## src/sv/ffjl_pkg.sv

```systemverilog
// ----------------------------------------------------------------------------
// ffjl_pkg
// Shared types and constants for the fault flag journal logger.
// ----------------------------------------------------------------------------
package ffjl_pkg;

   localparam int NUM_FLAGS     = 64;
   localparam int JOURNAL_DEPTH = 32;

   localparam int OPCODE_W  = 3;
   localparam int FINDEX_W  = 8;
   localparam int RINDEX_W  = 10;
   localparam int TIME_W    = 32;
   localparam int CODE_W    = 8;
   localparam int COUNT_W   = 9;

   localparam int FLAG_IDX_W = (NUM_FLAGS > 1) ? $clog2(NUM_FLAGS) : 1;
   localparam int JRN_IDX_W  = $clog2(JOURNAL_DEPTH);

   localparam logic [FINDEX_W:0]   FLAG_LIMIT = (FINDEX_W+1)'(NUM_FLAGS);
   localparam logic [RINDEX_W:0]   JRN_LIMIT  = (RINDEX_W+1)'(JOURNAL_DEPTH);
   localparam logic [FLAG_IDX_W-1:0] LAST_FLAG = FLAG_IDX_W'(NUM_FLAGS - 1);
   localparam logic [JRN_IDX_W-1:0]  LAST_SLOT = JRN_IDX_W'(JOURNAL_DEPTH - 1);
   localparam logic [TIME_W-1:0]     TIME_ONES = {TIME_W{1'b1}};

   typedef enum logic [OPCODE_W-1:0] {
      OP_SET_FLAG   = 3'd0,
      OP_CLEAR_FLAG = 3'd1,
      OP_TEST_FLAG  = 3'd2,
      OP_SCAN       = 3'd3,
      OP_READ_REC   = 3'd4,
      OP_CLEAR_JRN  = 3'd5
   } op_type;

   typedef struct packed {
      logic load;
      logic scan_start;
      logic flag_next;
      logic slot_start;
      logic slot_step;
      logic rec_write;
      logic finish;
   } cmd_type;

   typedef struct packed {
      logic is_scan;
      logic flag_new;
      logic flag_last;
      logic slot_done;
      logic out_free;
   } stat_type;

endpackage

```

## src/sv/ffjl_req_if.sv

```systemverilog
// ----------------------------------------------------------------------------
// ffjl_req_if
// Request channel: opcode and operands with valid/ready handshake.
// ----------------------------------------------------------------------------
interface ffjl_req_if;
   import ffjl_pkg::*;

   logic                valid;
   logic                ready;
   logic [OPCODE_W-1:0] opcode;
   logic [FINDEX_W-1:0] flag_index;
   logic [RINDEX_W-1:0] record_index;
   logic [TIME_W-1:0]   now_seconds;

   modport source (output valid, opcode, flag_index, record_index, now_seconds,
                   input ready);
   modport sink   (input valid, opcode, flag_index, record_index, now_seconds,
                   output ready);
endinterface

```

## src/sv/ffjl_rsp_if.sv

```systemverilog
// ----------------------------------------------------------------------------
// ffjl_rsp_if
// Response channel: one result per request with valid/ready handshake.
// ----------------------------------------------------------------------------
interface ffjl_rsp_if;
   import ffjl_pkg::*;

   logic               valid;
   logic               ready;
   logic               status;
   logic               flag_value;
   logic [TIME_W-1:0]  record_time;
   logic [CODE_W-1:0]  record_code;
   logic [COUNT_W-1:0] logged_count;

   modport source (output valid, status, flag_value, record_time, record_code,
                   logged_count, input ready);
   modport sink   (input valid, status, flag_value, record_time, record_code,
                   logged_count, output ready);
endinterface

```

## src/sv/ffjl_dp.sv

```systemverilog
// ----------------------------------------------------------------------------
// ffjl_dp
// Datapath: flag bitmap, snapshot, journal registers, scan counters and
// the response register.
// ----------------------------------------------------------------------------
module ffjl_dp (
   input  logic                          clock,
   input  logic                          reset,
   input  ffjl_pkg::cmd_type             cmd,
   output ffjl_pkg::stat_type            stat,
   input  logic [ffjl_pkg::OPCODE_W-1:0] req_opcode,
   input  logic [ffjl_pkg::FINDEX_W-1:0] req_flag_index,
   input  logic [ffjl_pkg::RINDEX_W-1:0] req_record_index,
   input  logic [ffjl_pkg::TIME_W-1:0]   req_now_seconds,
   input  logic                          rsp_ready,
   output logic                          rsp_valid,
   output logic                          rsp_status,
   output logic                          rsp_flag_value,
   output logic [ffjl_pkg::TIME_W-1:0]   rsp_record_time,
   output logic [ffjl_pkg::CODE_W-1:0]   rsp_record_code,
   output logic [ffjl_pkg::COUNT_W-1:0]  rsp_logged_count
);
   import ffjl_pkg::*;

   logic [NUM_FLAGS-1:0]     flags_ff, flags_in;
   logic [NUM_FLAGS-1:0]     snap_ff, snap_in;
   logic [JOURNAL_DEPTH-1:0] jvalid_ff, jvalid_in;
   logic [TIME_W-1:0]        jtime_ff [JOURNAL_DEPTH];
   logic [CODE_W-1:0]        jcode_ff [JOURNAL_DEPTH];

   op_type                   op_ff;
   logic [FINDEX_W-1:0]      fi_ff;
   logic [RINDEX_W-1:0]      ri_ff;
   logic [TIME_W-1:0]        now_ff;

   logic [FLAG_IDX_W-1:0]    fidx_ff, fidx_in;
   logic [JRN_IDX_W-1:0]     slot_ff, slot_in;
   logic [JRN_IDX_W-1:0]     max_at_ff, max_at_in;
   logic [TIME_W-1:0]        max_ff, max_in;
   logic [JRN_IDX_W-1:0]     wslot_ff, wslot_in;
   logic [COUNT_W-1:0]       cnt_ff, cnt_in;

   logic                     rvalid_ff, rvalid_in;
   logic                     rstatus_ff, rstatus_in;
   logic                     rfval_ff, rfval_in;
   logic [TIME_W-1:0]        rtime_ff, rtime_in;
   logic [CODE_W-1:0]        rcode_ff, rcode_in;
   logic [COUNT_W-1:0]       rcount_ff, rcount_in;

   logic                     flag_ok, rec_ok;
   logic [FLAG_IDX_W-1:0]    fsel;
   logic [JRN_IDX_W-1:0]     rd_addr;
   logic [TIME_W-1:0]        rd_time;
   logic [CODE_W-1:0]        rd_code;
   logic                     slot_free;
   logic [JRN_IDX_W-1:0]     cand_at;

   assign flag_ok = {1'b0, fi_ff} < FLAG_LIMIT;
   assign rec_ok  = {1'b0, ri_ff} < JRN_LIMIT;
   assign fsel    = fi_ff[FLAG_IDX_W-1:0];

   // one journal read port, shared by the slot search and record reads
   assign rd_addr = cmd.finish ? ri_ff[JRN_IDX_W-1:0] : slot_ff;
   assign rd_time = jvalid_ff[rd_addr] ? jtime_ff[rd_addr] : '0;
   assign rd_code = jvalid_ff[rd_addr] ? jcode_ff[rd_addr] : '0;

   assign slot_free = (rd_time == '0) || (rd_time == TIME_ONES);
   assign cand_at   = (rd_time >= max_ff) ? slot_ff : max_at_ff;

   assign stat.is_scan   = (op_ff == OP_SCAN);
   assign stat.flag_new  = flags_ff[fidx_ff] && !snap_ff[fidx_ff];
   assign stat.flag_last = (fidx_ff == LAST_FLAG);
   assign stat.slot_done = slot_free || (slot_ff == LAST_SLOT);
   assign stat.out_free  = !rvalid_ff || rsp_ready;

   always_comb begin
      flags_in   = flags_ff;
      snap_in    = snap_ff;
      jvalid_in  = jvalid_ff;
      fidx_in    = fidx_ff;
      slot_in    = slot_ff;
      max_in     = max_ff;
      max_at_in  = max_at_ff;
      wslot_in   = wslot_ff;
      cnt_in     = cnt_ff;
      rvalid_in  = rvalid_ff && !rsp_ready;
      rstatus_in = rstatus_ff;
      rfval_in   = rfval_ff;
      rtime_in   = rtime_ff;
      rcode_in   = rcode_ff;
      rcount_in  = rcount_ff;

      if (cmd.scan_start) begin
         fidx_in = '0;
         cnt_in  = '0;
      end
      if (cmd.flag_next) begin
         fidx_in = fidx_ff + 1'b1;
      end
      if (cmd.slot_start) begin
         slot_in   = '0;
         max_in    = '0;
         max_at_in = '0;
      end
      if (cmd.slot_step) begin
         slot_in = slot_ff + 1'b1;
         if (rd_time >= max_ff) begin
            max_in    = rd_time;
            max_at_in = slot_ff;
         end
         if (slot_free) begin
            wslot_in = slot_ff;
         end else begin
            // full journal: slot after the newest, wrapping
            wslot_in = (cand_at == LAST_SLOT) ? '0 : cand_at + 1'b1;
         end
      end
      if (cmd.rec_write) begin
         jvalid_in[wslot_ff] = 1'b1;
         cnt_in = cnt_ff + 1'b1;
      end

      if (cmd.finish) begin
         rvalid_in  = 1'b1;
         rstatus_in = 1'b0;
         rfval_in   = 1'b0;
         rtime_in   = '0;
         rcode_in   = '0;
         rcount_in  = '0;
         case (op_ff)
            OP_SET_FLAG: begin
               if (flag_ok) flags_in[fsel] = 1'b1;
               else rstatus_in = 1'b1;
            end
            OP_CLEAR_FLAG: begin
               if (flag_ok) flags_in[fsel] = 1'b0;
               else rstatus_in = 1'b1;
            end
            OP_TEST_FLAG: begin
               if (flag_ok) rfval_in = flags_ff[fsel];
               else rstatus_in = 1'b1;
            end
            OP_SCAN: begin
               snap_in   = flags_ff;
               rcount_in = cnt_ff;
            end
            OP_READ_REC: begin
               if (rec_ok) begin
                  rtime_in = rd_time;
                  rcode_in = rd_code;
               end else begin
                  rstatus_in = 1'b1;
               end
            end
            OP_CLEAR_JRN: begin
               jvalid_in = '0;
            end
            default: begin
            end
         endcase
      end
   end

   always_ff @(posedge clock) begin
      if (reset) begin
         flags_ff  <= '0;
         snap_ff   <= '0;
         jvalid_ff <= '0;
         rvalid_ff <= 1'b0;
      end else begin
         flags_ff  <= flags_in;
         snap_ff   <= snap_in;
         jvalid_ff <= jvalid_in;
         rvalid_ff <= rvalid_in;
      end
   end

   always_ff @(posedge clock) begin
      if (cmd.load) begin
         op_ff  <= op_type'(req_opcode);
         fi_ff  <= req_flag_index;
         ri_ff  <= req_record_index;
         now_ff <= req_now_seconds;
      end
      if (cmd.rec_write) begin
         jtime_ff[wslot_ff] <= now_ff;
         jcode_ff[wslot_ff] <= CODE_W'(fidx_ff);
      end
      fidx_ff    <= fidx_in;
      slot_ff    <= slot_in;
      max_ff     <= max_in;
      max_at_ff  <= max_at_in;
      wslot_ff   <= wslot_in;
      cnt_ff     <= cnt_in;
      rstatus_ff <= rstatus_in;
      rfval_ff   <= rfval_in;
      rtime_ff   <= rtime_in;
      rcode_ff   <= rcode_in;
      rcount_ff  <= rcount_in;
   end

   assign rsp_valid        = rvalid_ff;
   assign rsp_status       = rstatus_ff;
   assign rsp_flag_value   = rfval_ff;
   assign rsp_record_time  = rtime_ff;
   assign rsp_record_code  = rcode_ff;
   assign rsp_logged_count = rcount_ff;

   a_write_marks_valid: assert property (@(posedge clock) disable iff (reset)
      cmd.rec_write |=> jvalid_ff[$past(wslot_ff)])
      else $error("written journal slot not marked valid");

   a_clear_empties: assert property (@(posedge clock) disable iff (reset)
      (cmd.finish && op_ff == OP_CLEAR_JRN) |=> jvalid_ff == '0)
      else $error("journal not empty after clear");

   a_count_bound: assert property (@(posedge clock) disable iff (reset)
      rvalid_ff |-> rcount_ff <= COUNT_W'(NUM_FLAGS))
      else $error("logged count beyond flag count");

endmodule

```

## src/sv/ffjl_ctrl.sv

```systemverilog
// ----------------------------------------------------------------------------
// ffjl_ctrl
// Controller: sequences request decode, the flag scan with its slot search,
// and result hand-off.
// ----------------------------------------------------------------------------
module ffjl_ctrl (
   input  logic               clock,
   input  logic               reset,
   input  logic               req_valid,
   output logic               req_ready,
   input  ffjl_pkg::stat_type stat,
   output ffjl_pkg::cmd_type  cmd
);
   import ffjl_pkg::*;

   typedef enum logic [5:0] {
      ST_IDLE      = 6'b000001,
      ST_DECODE    = 6'b000010,
      ST_SCAN_FLAG = 6'b000100,
      ST_SCAN_SLOT = 6'b001000,
      ST_WRITE     = 6'b010000,
      ST_RESULT    = 6'b100000
   } state_type;

   state_type state_ff, state_in;

   assign req_ready = (state_ff == ST_IDLE);

   always_comb begin
      state_in = state_ff;
      cmd      = '0;
      case (state_ff)
         ST_IDLE: begin
            if (req_valid) begin
               cmd.load       = 1'b1;
               cmd.scan_start = 1'b1;
               state_in       = ST_DECODE;
            end
         end
         ST_DECODE: begin
            state_in = stat.is_scan ? ST_SCAN_FLAG : ST_RESULT;
         end
         ST_SCAN_FLAG: begin
            if (stat.flag_new) begin
               cmd.slot_start = 1'b1;
               state_in       = ST_SCAN_SLOT;
            end else if (stat.flag_last) begin
               state_in = ST_RESULT;
            end else begin
               cmd.flag_next = 1'b1;
            end
         end
         ST_SCAN_SLOT: begin
            cmd.slot_step = 1'b1;
            if (stat.slot_done) state_in = ST_WRITE;
         end
         ST_WRITE: begin
            cmd.rec_write = 1'b1;
            if (stat.flag_last) begin
               state_in = ST_RESULT;
            end else begin
               cmd.flag_next = 1'b1;
               state_in      = ST_SCAN_FLAG;
            end
         end
         ST_RESULT: begin
            if (stat.out_free) begin
               cmd.finish = 1'b1;
               state_in   = ST_IDLE;
            end
         end
         default: begin
            state_in = ST_IDLE;
         end
      endcase
   end

   always_ff @(posedge clock) begin
      if (reset) begin
         state_ff <= ST_IDLE;
      end else begin
         state_ff <= state_in;
      end
   end

   a_finish_free: assert property (@(posedge clock) disable iff (reset)
      cmd.finish |-> stat.out_free)
      else $error("result register overwritten");

endmodule

```

## src/sv/fault_flag_journal_logger.sv

```systemverilog
// ----------------------------------------------------------------------------
// fault_flag_journal_logger
// Fault flag bitmap with scan-time edge capture into a timestamped journal.
// ----------------------------------------------------------------------------
// Non-scan requests pass decode and result states; the result is registered
// once the response register is free. A scan visits every flag and, per new
//   flag, searches up to JOURNAL_DEPTH journal slots and writes one record.
// One request in flight; the next is taken once the result is registered.
// Reset clears flags, snapshot and journal valid bits at once, no sweep.
module fault_flag_journal_logger (
   input logic        clock,
   input logic        reset,
   ffjl_req_if.sink   req_chan,
   ffjl_rsp_if.source rsp_chan
);
   import ffjl_pkg::*;

   cmd_type  cmd;
   stat_type stat;

   ffjl_ctrl u_ctrl (
      .clock     (clock),
      .reset     (reset),
      .req_valid (req_chan.valid),
      .req_ready (req_chan.ready),
      .stat      (stat),
      .cmd       (cmd)
   );

   ffjl_dp u_dp (
      .clock            (clock),
      .reset            (reset),
      .cmd              (cmd),
      .stat             (stat),
      .req_opcode       (req_chan.opcode),
      .req_flag_index   (req_chan.flag_index),
      .req_record_index (req_chan.record_index),
      .req_now_seconds  (req_chan.now_seconds),
      .rsp_ready        (rsp_chan.ready),
      .rsp_valid        (rsp_chan.valid),
      .rsp_status       (rsp_chan.status),
      .rsp_flag_value   (rsp_chan.flag_value),
      .rsp_record_time  (rsp_chan.record_time),
      .rsp_record_code  (rsp_chan.record_code),
      .rsp_logged_count (rsp_chan.logged_count)
   );

endmodule

```

## src/flat_wrapper.sv

```systemverilog
// flat-port wrapper written by rule: the top's interface ports become plain ports
module fault_flag_journal_logger_flat import ffjl_pkg::*;
  (clock, reset, req_chan_valid, req_chan_opcode, req_chan_flag_index, req_chan_record_index, req_chan_now_seconds, req_chan_ready, rsp_chan_valid, rsp_chan_status, rsp_chan_flag_value, rsp_chan_record_time, rsp_chan_record_code, rsp_chan_logged_count, rsp_chan_ready);
  ffjl_req_if req_chan_i ();
  ffjl_rsp_if rsp_chan_i ();
  input logic clock;
  input logic reset;
  input wire logic [$bits(req_chan_i.valid)-1:0] req_chan_valid;
  input wire logic [$bits(req_chan_i.opcode)-1:0] req_chan_opcode;
  input wire logic [$bits(req_chan_i.flag_index)-1:0] req_chan_flag_index;
  input wire logic [$bits(req_chan_i.record_index)-1:0] req_chan_record_index;
  input wire logic [$bits(req_chan_i.now_seconds)-1:0] req_chan_now_seconds;
  output wire logic [$bits(req_chan_i.ready)-1:0] req_chan_ready;
  output wire logic [$bits(rsp_chan_i.valid)-1:0] rsp_chan_valid;
  output wire logic [$bits(rsp_chan_i.status)-1:0] rsp_chan_status;
  output wire logic [$bits(rsp_chan_i.flag_value)-1:0] rsp_chan_flag_value;
  output wire logic [$bits(rsp_chan_i.record_time)-1:0] rsp_chan_record_time;
  output wire logic [$bits(rsp_chan_i.record_code)-1:0] rsp_chan_record_code;
  output wire logic [$bits(rsp_chan_i.logged_count)-1:0] rsp_chan_logged_count;
  input wire logic [$bits(rsp_chan_i.ready)-1:0] rsp_chan_ready;
  assign req_chan_i.valid = req_chan_valid;
  assign req_chan_i.opcode = req_chan_opcode;
  assign req_chan_i.flag_index = req_chan_flag_index;
  assign req_chan_i.record_index = req_chan_record_index;
  assign req_chan_i.now_seconds = req_chan_now_seconds;
  assign req_chan_ready = req_chan_i.ready;
  assign rsp_chan_valid = rsp_chan_i.valid;
  assign rsp_chan_status = rsp_chan_i.status;
  assign rsp_chan_flag_value = rsp_chan_i.flag_value;
  assign rsp_chan_record_time = rsp_chan_i.record_time;
  assign rsp_chan_record_code = rsp_chan_i.record_code;
  assign rsp_chan_logged_count = rsp_chan_i.logged_count;
  assign rsp_chan_i.ready = rsp_chan_ready;
  fault_flag_journal_logger u_core (.clock(clock), .reset(reset), .req_chan(req_chan_i), .rsp_chan(rsp_chan_i));
endmodule
```

## config.mk

```make
export PLATFORM = sky130hd
export DESIGN_NAME = fault_flag_journal_logger_flat
export DESIGN_NICKNAME = d
export VERILOG_FILES = /design/src/sv/ffjl_pkg.sv /design/src/sv/ffjl_req_if.sv /design/src/sv/ffjl_rsp_if.sv /design/src/sv/ffjl_dp.sv /design/src/sv/ffjl_ctrl.sv /design/src/sv/fault_flag_journal_logger.sv /design/src/flat_wrapper.sv
export SDC_FILE = /design/constraint.sdc
export NUM_CORES = 2
export LEC_CHECK = 0
export BUFFER_PORTS_ARGS = -buffer_cell sky130_fd_sc_hd__buf_2
export CORE_MARGIN = 2
export CORE_UTILIZATION = 32
export DETAILED_ROUTE_END_ITERATION = 10
export MAX_ROUTING_LAYER = met4
export SETUP_SLACK_MARGIN = 0.02
export SLEW_MARGIN = 5
export SYNTH_ARGS = -nofsm -noshare
export SYNTH_HDL_FRONTEND = slang
export SYNTH_SLANG_ARGS = --single-unit
```

## constraint.sdc

```tcl
create_clock -name clock -period 25.1 [get_ports clock]
set_input_delay 5.02 -clock clock [delete_from_list [all_inputs] [get_ports clock]]
set_output_delay 5.02 -clock clock [all_outputs]
set_load 0.05 [all_outputs]
```

; ---- Yosys cells after proc, flatten, opt, wreduce, memory -nomap -nowiden
; Memory sizes are Yosys's and may differ from the RTL's. A register that Yosys moved wholly into a read port is not among the register bits.
; Cells that the tools add are included.
[word_totals]
ff_bits = 333
mem_bits_rw = 1216
in_bits = 57
elab_cells = 144
memories = 2
[classes]
add_sub_neg = 4
magnitude_cmp = 9
n_eq_ne = 21
n_mux = 60
bitwise_logic = 4
n_reduce_logical = 24
[memory_table]
columns = name, words, word_bits, read_ports, rd_ports_with_merged_regs, write_ports, line
row1 = u_core.u_dp.jtime_ff, 32, 32, 1, 0, 1, ffjl_dp.sv:28  ; logic [TIME_W-1:0] jtime_ff [JOURNAL_DEPTH];
row2 = u_core.u_dp.jcode_ff, 32, 6, 1, 1, 1, ffjl_dp.sv:29  ; logic [CODE_W-1:0] jcode_ff [JOURNAL_DEPTH];
[op_table]
columns = operator, n
row1 = $mux 32, 7
row2 = $mux 64, 2
row3 = $pmux 64 s2, 1
row4 = $and 64x64->64, 1
row5 = $not 64->64, 1
row6 = $or 64x64->64, 1
row7 = $mux 6, 9
row8 = $mux 5, 9
row9 = $pmux 6 s6, 1
row10 = $eq 32x32->1 const B, 1
row11 = $ge 32x32->1, 1
row12 = $logic_not 32->1, 1
row13 = $or 32x32->32, 1
row14 = $mux 1, 19
row15 = $bmux 1 s6, 3
row16 = $mux 9, 2
row17 = $lt 6x7->1 const B, 2
row18 = $eq 6x6->1 const B, 2
row19 = $lt 5x6->1 const B, 2
row20 = $add 5x1->5 const B, 2
row21 = $eq 5x5->1 const B, 2
row22 = $lt 10x6->1 const B, 1
row23 = $add 9x1->9 const B, 1
row24 = $lt 8x7->1 const B, 1
row25 = other kinds (28), 49

; ---- Logic depth before layout (Yosys ltp)
[logic_depth]
depth_word = 13
depth_mapped = 36
mapped_depth_nobuf = 28

; ---- By module
; A second synthesis with hierarchy kept.
[unflattened]
hier_cells = 5223
hier_area_um2 = 65240.1
[by_module_without_submodules]
columns = module, instances, cells_each, area_each_um2, seq_area_each_um2
row1 = ffjl_dp, 1, 5177, 64803.4, 44292.5
row2 = ffjl_ctrl, 1, 46, 436.7, 120.1

; ---- Worst setup path after synthesis
; OpenSTA, ideal clock, no wires.
[synth_timing]
kind = input -> register
startpoint = input port rsp_chan_ready
endpoint = register u_core.u_dp.wslot_ff[3], data pin
arrival_time_ns = 12.484
slack_ns = 12.481
path_stages = 30
n_path_buf = 5
cell_sequence = nand2b_1 > clkbuf_1 > nand3_1 > inv_1 > buf_2 > buf_1 > clkbuf_1 > buf_1 > a311oi_1 > a211oi_1 > a2111oi_0 > a211oi_1 > nand2_1 > inv_1 > ha_1 > a21o_1 > a21o_1 > a21o_1 > a21o_1 > a21oi_1 > nor2b_1 > o21ai_0 > nand2_1 > a221oi_1 > mux2_2 > ha_1 > a21boi_0 > ha_1 > or4b_2 > nand3_1
[synth_between]
elab_chain_cells = 12
elab_cells_between_ends = 17
cone_classes = add/sub (1) / order compare (1) / eq/ne (2) / mux (9) / reduce/logical (3) / memory (1)
[synth_rtl]
columns = element, line
row1 = "start, declared", flat_wrapper.sv:20  ; input wire logic [$bits(rsp_chan_i.ready)-1:0] rsp_chan_ready;
row2 = $logic_or 1x1->1 (*), ffjl_dp.sv:74  ; assign stat.out_free = !rvalid_ff || rsp_ready;
row3 = $mux 1 (*), ffjl_ctrl.sv:67  ; if (stat.out_free) begin
row4 = $mux 1 (*), ffjl_ctrl.sv:32  ; case (state_ff)
row5 = $mux 5 (*), ffjl_dp.sv:63  ; assign rd_addr = cmd.finish ? ri_ff[JRN_IDX_W-1:0] : slot_ff;
row6 = $bmux 1 s5, ffjl_dp.sv:64  ; assign rd_time = jvalid_ff[rd_addr] ? jtime_ff[rd_addr] : '0;
row7 = $mux 1 (not written as such), ffjl_dp.sv:64
row8 = $mux 32 (*), ffjl_dp.sv:64
row9 = via u_core.u_dp.rd_time[25], ffjl_dp.sv:53  ; logic [TIME_W-1:0] rd_time;
row10 = $ge 32x32->1, ffjl_dp.sv:68  ; assign cand_at = (rd_time >= max_ff) ? slot_ff : max_at_ff;
row11 = $mux 5, ffjl_dp.sv:68
row12 = $add 5x1->5 or $eq 5x5->1 (tied branches), ffjl_dp.sv:115  ; wslot_in = (cand_at == LAST_SLOT) ? '0 : cand_at + 1'b1;
row13 = $mux 5, ffjl_dp.sv:115
row14 = $mux 5 (*), ffjl_dp.sv:111  ; if (slot_free) begin
row15 = "end signal, assigned", ffjl_dp.sv:193  ; wslot_ff <= wslot_in;
row16 = "end, declared", ffjl_dp.sv:40  ; logic [JRN_IDX_W-1:0] wslot_ff, wslot_in;
; The timed path passes the listed nets; every way through them passes the cells marked *. The select of a mux whose other input is x is not followed.
; A chain may end at the register's enable or synchronous reset.

; ---- Final worst setup path
[layout_timing]
startpoint = input port rsp_chan_ready
endpoint = register u_core.u_dp.wslot_ff[3], data pin
[layout_between]
elab_chain_cells = 12
elab_cells_between_ends = 17
cone_classes = add/sub (1) / order compare (1) / eq/ne (2) / mux (9) / reduce/logical (3) / memory (1)
[layout_rtl]
columns = element, line
row1 = $logic_or 1x1->1 (*), ffjl_dp.sv:74
row2 = $mux 1 (*), ffjl_ctrl.sv:67
row3 = $mux 1 (*), ffjl_ctrl.sv:32
row4 = $mux 5 (*), ffjl_dp.sv:63
row5 = $bmux 1 s5, ffjl_dp.sv:64
row6 = $mux 1 (not written as such), ffjl_dp.sv:64
row7 = $mux 32 (*), ffjl_dp.sv:64
row8 = $ge 32x32->1, ffjl_dp.sv:68
row9 = $mux 5, ffjl_dp.sv:68
row10 = $add 5x1->5 or $eq 5x5->1 (tied branches), ffjl_dp.sv:115
row11 = $mux 5, ffjl_dp.sv:115
row12 = $mux 5 (*), ffjl_dp.sv:111
; Every way passes the cells marked *; elsewhere a longest branch is shown, timed or not. The select of a mux whose other input is x is not followed.

==> results_dict.tcl <==
set metrics [dict create \
    p_switching_mw 1.27 \
    total_power_mw 5.51 \
    drive_gt1_frac 0.125 \
    synth_area_leaders "edfxtp_1 (62%), dfxtp_1 (6.3%), nand2_1 (4.1%)" \
    setup_viol 0 \
    dp.cells 7525 \
    vdd_drop_max_mv 0.0545 \
    drt_iter0_markers 6504 \
    critPathKind "in2reg" \
    cts.repair.resized 0 \
    utilization 0.366 \
    max_stage_delay_ns 0.88 \
    portBuffers 107 \
    fin_tns_setup_ns 0 \
    wl_per_cell_um 28.0 \
    relSlewSlack 0.0580 \
    gp_congestion 0.896 \
    rows 165 \
    yosysWarnings 0 \
    post-route-cell-area_um2 73700 \
    worstPathArrival_ns 14.75 \
    htree_levels 4 \
    die_area_um2 206000 \
    grt_overflow 0 \
    grt_pass1_vias 42600 \
    die_x_um 454 \
    p_comb_frac 0.045 \
    num_vias 45100 \
    ys_async_sr_fraction 0 \
    syn_to_final_growth_pct 13.8 \
    worstSetupEndpointType "flip-flop" \
    clock_latency_ns 0.81 \
    cts.reportedPaths.clkPinSlew_ns 0.06 \
    synth_seq_cells 1547 \
    p_int_mw 4.24 \
    numCtsBuffers 159 \
    grt_pass1_wl_um 310000 \
    cp_slowest_cell "a211oi_1" \
    crit_required_ns 25.76 \
    timing.final.crit_share 0.561 \
    slew_violations 0 \
    max_freq_mhz 71.0 \
    post-place-ws_ns 10.55 \
    cts_tree "yes" \
    period_minus_slack_ns 14.09 \
    synth.avg_cell_area_um2 13.0 \
    leakage_nw 24.6 \
    syn-cell-area_um2 64800 \
    antenna_left 0 \
    power_density_nw_per_um2 74.7 \
    fin_ws_ns 11.01 \
    fin_hold_ws_ns 0.453 \
    synth_cells 4999 \
    avgViaCountPerCell 5.77 \
    synthFlopType "edfxtp_1" \
    synth_top_area_frac 0.622 \
    synth_top_area_cell "edfxtp_1" \
    antenna_found_initial 7 \
    initial_core_util 0.321 \
    worstMarginPinSlew_ns 1.37 \
    multiInputGateArea_um2 18900 \
    grt_usage 0.212 \
    drv_cap 0 \
    synth_edf_count 1343 \
    status "finished clean" \
    core_area_um2 202000 \
    grt_max_degree 166 \
    clock_power_share 0.424 \
    cts.sinks 1547 \
    final_cells 7819 \
    path_max_fanout 139 \
    seq_power_share 0.531 \
    hold_violations 0 \
    ctsHoldBuffers 0 \
    ys_seq_area_frac 0.685 \
    drc 0 \
    rsz0062_at_grt "false" \
    regArea_um2 44400 \
    nets 5109 \
    clockBufferDepth 3 \
    start_kind "primary input" \
    drt_wl_total_um 219000 \
    fillerInstances 19200 \
    yosysUniqueCellTypes 92 \
    rr_worst_depth 29 \
    hold_depth 2 \
    hp-class "reg2reg" \
    swShare 0.230 \
    num_io_pins 110 \
    finClkSkew_ns 0.0417 \
    cts_root_buf "clkbuf_16" \
    placed_area_um2 68700 \
    dpl.hpwl_um 115000 \
    cts_setup_buffers 0 \
    die_h_um 454 \
    first_pass_iters 6 \
]
-- logic make-up (layout without fill, tap and decap cells) --
group,count (synthesis),count (layout),share of synthesized area
AO/OA/AOI/OAI,1081,1081,0.120
XOR/XNOR,14,14,0.00189
buffers and inverters,490,634,0.0309
flip-flops,1547,1547,0.685
multiplexers,182,182,0.0338
adder cells (fa/ha/maj),38,38,0.00734
AND/OR/NAND/NOR,1646,1646,0.121
other,1,5,0.0000579
-- registers in the layout, indices dropped and copies added (netlist names), 9 cells and up, named ones only --
register,cells
u_core.u_dp.cnt_ff,9
u_core.u_dp.jcode_ff,192
u_core.u_dp.jtime_ff,1024
u_core.u_dp.jvalid_ff,32
u_core.u_dp.max_ff,32
u_core.u_dp.now_ff,32
u_core.u_dp.ri_ff,10
u_core.u_dp.rsp_logged_count,9
u_core.u_dp.rsp_record_time,32
u_core.u_dp.snap_ff,64
-- synth_stat cells, drive strengths merged (27+ instances only) --
master,count
a31oi,83
nor3b,39
nor2b,27
o21ai,131
nand2,715
mux2,32
a311oi,154
a2111oi,49
inv,96
nor2,182
dfxtp,204
nor3,35
a32oi,54
nand4,33
a211o,32
a21oi,219
nand2b,44
o21a,36
ha,38
clkbuf,270
and3,190
edfxtp,1343
buf,124
a211oi,133
nand3,275
mux2i,124
-- power by group through the flow --
stage	Sequential (mW)	Clock, mW	Combinational, mW
final	2.93	2.33	0.247
after global routing	2.93	2.45	0.262
after CTS	2.92	2.35	0.245
after detailed placement	2.98	0	0.244
after global placement	2.97	0	0.242
after floorplan	2.95	0	0.142
-- critical path: cells and delay by family --
family / cells / cell delay, ns
compound gates: 11 / 2.59
fa+ha+maj: 3 / 0.82
buf+inv: 6 / 2.72
mux: 1 / 0.36
simple gates: 9 / 2.86
-- layout make-up --
type | count | share of cell area
Antenna cell | 3 | 0.000102
Inverter | 96 | 0.00496
Tap cell | 2672 | 0.0453
Clock inverter | 89 | 0.0111
Timing Repair Buffer | 247 | 0.0222
Clock buffer | 202 | 0.0570
Sequential cell | 1547 | 0.602
Multi-Input combinational cell | 2963 | 0.257
-- placed cells by master, fill, tap and decap left out, drive strengths merged, types with 54 or more instances in the layout --
cell type | Yosys | routed
a21oi | 219 | 219
a31oi | 83 | 83
clkbuf | 270 | 202
inv | 96 | 104
clkinv | 0 | 66
buf | 124 | 247
a32oi | 54 | 54
nand3 | 275 | 275
dfxtp | 204 | 204
and3 | 190 | 190
edfxtp | 1343 | 1343
nand2 | 715 | 715
a311oi | 154 | 154
o21ai | 131 | 131
a211oi | 133 | 133
nor2 | 182 | 182
mux2i | 124 | 124
-- routing by layer --
metal	GRT usage	routed length, µm	part of all wire	vias to the layer above
met1	0.271	86200	0.39	22800
met3	0.0395	20800	0.095	519
met2	0.331	102000	0.47	2499
li1	-	-	-	19300
met5	-	0	0	-
met4	0.0911	10200	0.046	0
-- path summary, 6_finish.rpt --
path | startpoint | end | slack (ns)
max | rsp_chan_ready | u_core.u_dp.wslot_ff[3] | 11.01
min | u_core.u_dp.snap_ff[47] | u_core.u_dp.snap_ff[47] | 0.45
max reg2reg | u_core.u_dp.rsp_valid | u_core.u_dp.wslot_ff[3] | 14.97
min reg2reg | u_core.u_dp.snap_ff[47] | u_core.u_dp.snap_ff[47] | 0.45
(Power assumes the default switching activity.)
